[src/bsst_pkg.sv]
// Shared field widths, opcodes and compare outcome type for the sorted table search block.
`default_nettype none
package bsst_pkg;

  localparam int INDEX_W = 10;
  localparam int HIGH_W  = 11;
  localparam int VALUE_W = 32;

  localparam logic OP_WRITE  = 1'b0;
  localparam logic OP_SEARCH = 1'b1;

  typedef struct packed {
    logic hit;
    logic go_left;
  } bsst_cmp_t;

endpackage
`default_nettype wire

[src/bsst_step.sv]
// One probe step: compare the fetched element with the key and narrow the range.
`default_nettype none
module bsst_step #(
  parameter int RW = 12,
  parameter int EW = 32
) (
  input  wire logic signed [EW-1:0] elem_i,
  input  wire logic signed [EW-1:0] key_i,
  input  wire logic signed [RW-1:0] lo_i,
  input  wire logic signed [RW-1:0] hi_i,
  input  wire logic signed [RW-1:0] mid_i,
  output bsst_pkg::bsst_cmp_t       cmp_o,
  output logic signed [RW-1:0]      lo_o,
  output logic signed [RW-1:0]      hi_o,
  output logic signed [RW-1:0]      mid_o,
  output logic                      empty_o
);
  import bsst_pkg::*;

  localparam logic signed [RW-1:0] One = RW'(1);

  logic signed [RW-1:0] sum;

  always_comb begin
    cmp_o.hit     = (elem_i == key_i);
    cmp_o.go_left = (elem_i > key_i);
    lo_o          = cmp_o.go_left ? lo_i : (mid_i + One);
    hi_o          = cmp_o.go_left ? (mid_i - One) : hi_i;
    empty_o       = (lo_o > hi_o);
    sum           = lo_o + hi_o;
    mid_o         = sum >>> 1;
  end

endmodule
`default_nettype wire

[config.mk]
export PLATFORM = sky130hd
export DESIGN_NAME = bsst_step
export DESIGN_NICKNAME = d
export VERILOG_FILES = /design/src/bsst_pkg.sv /design/src/bsst_step.sv
export SDC_FILE = /design/constraint.sdc
export NUM_CORES = 1
export LEC_CHECK = 0
export BUFFER_PORTS_ARGS = -buffer_cell sky130_fd_sc_hd__buf_2
export CAP_MARGIN = 25
export CORE_MARGIN = 10
export CORE_UTILIZATION = 40
export DETAILED_ROUTE_END_ITERATION = 8
export GPL_TIMING_DRIVEN = 0
export PLACE_DENSITY = 0.74
export SLEW_MARGIN = 20
export SYNTH_ARGS = -nofsm -noshare
export SYNTH_HDL_FRONTEND = slang
export SYNTH_SLANG_ARGS = --single-unit
export TNS_END_PERCENT = 100
[constraint.sdc]
create_clock -name vclk -period 8.8
set_clock_uncertainty 0.2 [all_clocks]
set_input_delay 0.88 -clock vclk [all_inputs]
set_output_delay 0.88 -clock vclk [all_outputs]
set_load 0.01 [all_outputs]
==> summary.txt <==
Status
  – Status: complete, no violations

Global route
  – Remaining global-route overflow: 0
  – Largest net degree at the start of global routing: 11
  – First-pass GRT wire length: 12810 um
  – GRT Util Overall: 0.1526
  – Number of global-route vias before repair: 2764
  – Initial antenna violation count: 0

STA
  – Max-slew headroom: 0.6796
  – Final hold violation count: 0
  – Pins Over Slew Limit: 0
  – Slew @ Worst Pin: 0.4806 ns
  – RSZ-0062 raised after global routing: false
  – Setup TNS: 0 ns
  – Final setup fails: 0
  – Period utilization: 0.7144
  – Max frequency: 159.1 MHz
  – Min Clock Period, post-route: 6.287 ns

Logic synthesis
  – Synthesized area: 2419 sq um
  – Post-synthesis sequential area ratio: 0
  – Synth cell types: 48
  – Post-synth net total: 468
  – Yosys warning total: 0
  – Syn avg cell area: 7.802 sq um
  – Syn Inst Count: 310

Place
  – PortBufs: 135
  – Routability congestion estimate: 0.8632
  – Placed Cells: 520
  – Post-DP HPWL: 7304 um
  – Placement Cell Area: 3188 sq um

Drt
  – First-pass DRT Iterations: 7
  – WL/cell: 15.27 um
  – Detailed-route DRC error count: 0
  – DRT Wirelength: 7939 um
  – Post-route ant nets: 0
  – DR vias: 2683
  – Via-per-instance ratio: 5.160
  – First DRT Iteration DRCs: 65

Layout
  – Layout cells sized above 1: 0.3730
  – Ant diodes: 0
  – Fin nets: 605
  – FF/Latch Area: 0 sq um
  – Clock Buffer Count: 0
  – Fillers: 579
  – Fin cells: 520
  – Finished Cell Area: 3188 sq um
  – Area grow syn2layout: 31.82%
  – Seq cells: 0
  – Final core area utilization: 0.5417

Pwr
  – Internal: 0.1574 mW
  – Max rail drop VDD: 85.95 uV
  – Gate power share: 1.000
  – Clk pwr share: 0
  – Leakage power: 1.833 nW
  – PD cells: 105.9 nW/um^2
  – NetSw: 0.1803 mW
  – Sequential Power Share: 0
  – Switching fraction of total power: 0.5339

Floorplanning
  – Die area: 9557 sq um
  – IO Pins: 139
  – Die X: 97.76 um
  – Core Region: 5886 sq um
  – Starting Density: 0.4109
  – Row cnt: 28
  – Die Ht: 97.76 um

Clock tree
  – Cts hold-fix bufs: 0
  – Setup Fix Bufs, Post-CTS: 0
  – # resized after CTS: 0

Worst setup path
  – CP endpoint kind: primary output
  – WP data required: 7.72 ns
  – Crit path DAT: 5.21 ns
  – Max FO, Critical Path: 10
  – Worst Setup Path Type: in2out
  – CP Launch Type: input port

Run
  – Max-cap violations: 0

Min path
  – Hold Crit Class: in2out
==> metrics by stage <==
stage	power, mW	setup WS [ns]	hold slack, ns
6_report	0.3377	2.513	1.906
5_1_grt	0.3746	2.180	1.918
4_1_cts	0.3397	2.539	1.911
3_5_place_dp	0.3379	2.552	1.911
3_3_place_gp	0.3322	2.634	1.904
2_1_floorplan	0.2240	3.093	1.704
==> cells in the mapped netlist (all sizes together) <==
| library cell | instances | area [sq um] |
|---|---|---|
| nor3b | 1 | 7.510 |
| nand3 | 12 | 60.06 |
| nor4b | 2 | 17.52 |
| o31ai | 1 | 7.510 |
| nand4b | 1 | 8.760 |
| nor3 | 10 | 50.05 |
| a22oi | 1 | 7.510 |
| o22ai | 1 | 6.260 |
| a211oi | 1 | 7.510 |
| a31oi | 3 | 18.77 |
| xnor2 | 11 | 96.34 |
| a21o | 5 | 37.54 |
| xor2 | 17 | 148.9 |
| a21boi | 1 | 7.510 |
| buf | 4 | 33.78 |
| a21oi | 19 | 95.09 |
| clkbuf | 4 | 15.01 |
| nand3b | 1 | 7.510 |
| o21a | 1 | 7.510 |
| o21ai | 7 | 46.29 |
| and4 | 2 | 20.02 |
| a221o | 2 | 20.02 |
| and3 | 3 | 18.77 |
| a2111oi | 2 | 17.52 |
| mux2 | 24 | 300.3 |
| o211ai | 1 | 7.510 |
| nor2 | 12 | 45.04 |
| ha | 58 | 725.7 |
| mux2i | 13 | 130.1 |
| or2 | 1 | 6.260 |
| and2 | 1 | 6.260 |
| nor2b | 3 | 18.77 |
| nor4 | 4 | 40.04 |
| or4 | 1 | 7.510 |
| o21bai | 3 | 22.52 |
| nand4 | 13 | 100.1 |
| or3 | 2 | 12.51 |
| nand2 | 16 | 60.06 |
| inv | 46 | 172.7 |
==> placed cells by master, fill, tap and decap left out, types with 2 or more instances in the layout <==
| cell | count |
|---|---|
| nand2_1 | 16 |
| a221o_1 | 2 |
| o21ai_0 | 5 |
| nor4b_1 | 2 |
| nand4_2 | 3 |
| mux2_2 | 11 |
| nor4_1 | 3 |
| a31oi_1 | 3 |
| nand4_1 | 10 |
| mux2i_1 | 13 |
| buf_4 | 3 |
| nor3_1 | 10 |
| mux2_4 | 8 |
| mux2_1 | 5 |
| xor2_1 | 17 |
| xnor2_1 | 11 |
| or3_1 | 2 |
| inv_1 | 45 |
| nor2_1 | 12 |
| nand3_1 | 12 |
| clkbuf_1 | 4 |
| buf_2 | 135 |
| a2111oi_0 | 2 |
| and3_1 | 3 |
| o21bai_1 | 3 |
| nor2b_1 | 3 |
| a21oi_1 | 19 |
| ha_1 | 58 |
| a21o_1 | 5 |
==> cell type report <==
cell class                 instances  area (sq um)  share of cell area
buffer                             8         48.80             0.01531
multi-input combinational        256          2197              0.6892
inverter                          46         172.7             0.05416
timing repair buffer             135         675.6              0.2119
tap                               75         93.84             0.02943
==> worst paths after layout <==
path,to,start,depth (start not counted)
worst max-delay path,mid_o[11],elem_i[23],21
worst min-delay path,hi_o[3],hi_i[3],3
==> kinds of logic after synthesis <==
group	Yosys count	synth area share
mux	37	0.1780
simple gates	85	0.2013
compound gates	48	0.1278
xor+xnor	28	0.1014
fa+ha+maj	58	0.3001
buf+inv	54	0.09156
==> layer usage <==
| metal | up-vias | wire length (um) | global-route usage | share of wire |
|---|---|---|---|---|
| met2 | 75 | 4180 | 0.2994 | 0.53 |
| li1 | 1380 | - | - | - |
| met1 | 1220 | 3364 | 0.1725 | 0.42 |
| met3 | 8 | 308 | 0.02114 | 0.039 |
| met4 | 0 | 86 | 0.01790 | 0.011 |
| met5 | - | 0 | 0 | 0 |
==> worst max-delay path: stages <==
cell and delay [ns]:
buf_2 0.10, ha_1 0.32, a21oi_1 0.15, o21ai_1 0.09, a211oi_1 0.23, nor3b_1 0.35
a31oi_1 0.21, o21ai_4 0.31, inv_2 0.12, buf_6 0.19, mux2_4 0.32, ha_1 0.29
nor2b_1 0.04, o21ai_0 0.25, a21o_1 0.19, a31oi_1 0.16, a221o_1 0.35, a21oi_1 0.18
xor2_1 0.21, buf_4 0.13, buf_2 0.12
==> power by group through the flow <==
stage / combinational (mW) / clock, mW / sequential [mW]
2_1_floorplan: 0.224 / 0 / 0
5_1_grt: 0.375 / 0 / 0
6_report: 0.338 / 0 / 0
3_3_place_gp: 0.332 / 0 / 0
4_1_cts: 0.340 / 0 / 0
3_5_place_dp: 0.338 / 0 / 0
No activity file was read; power rests on OpenSTA's default activity.
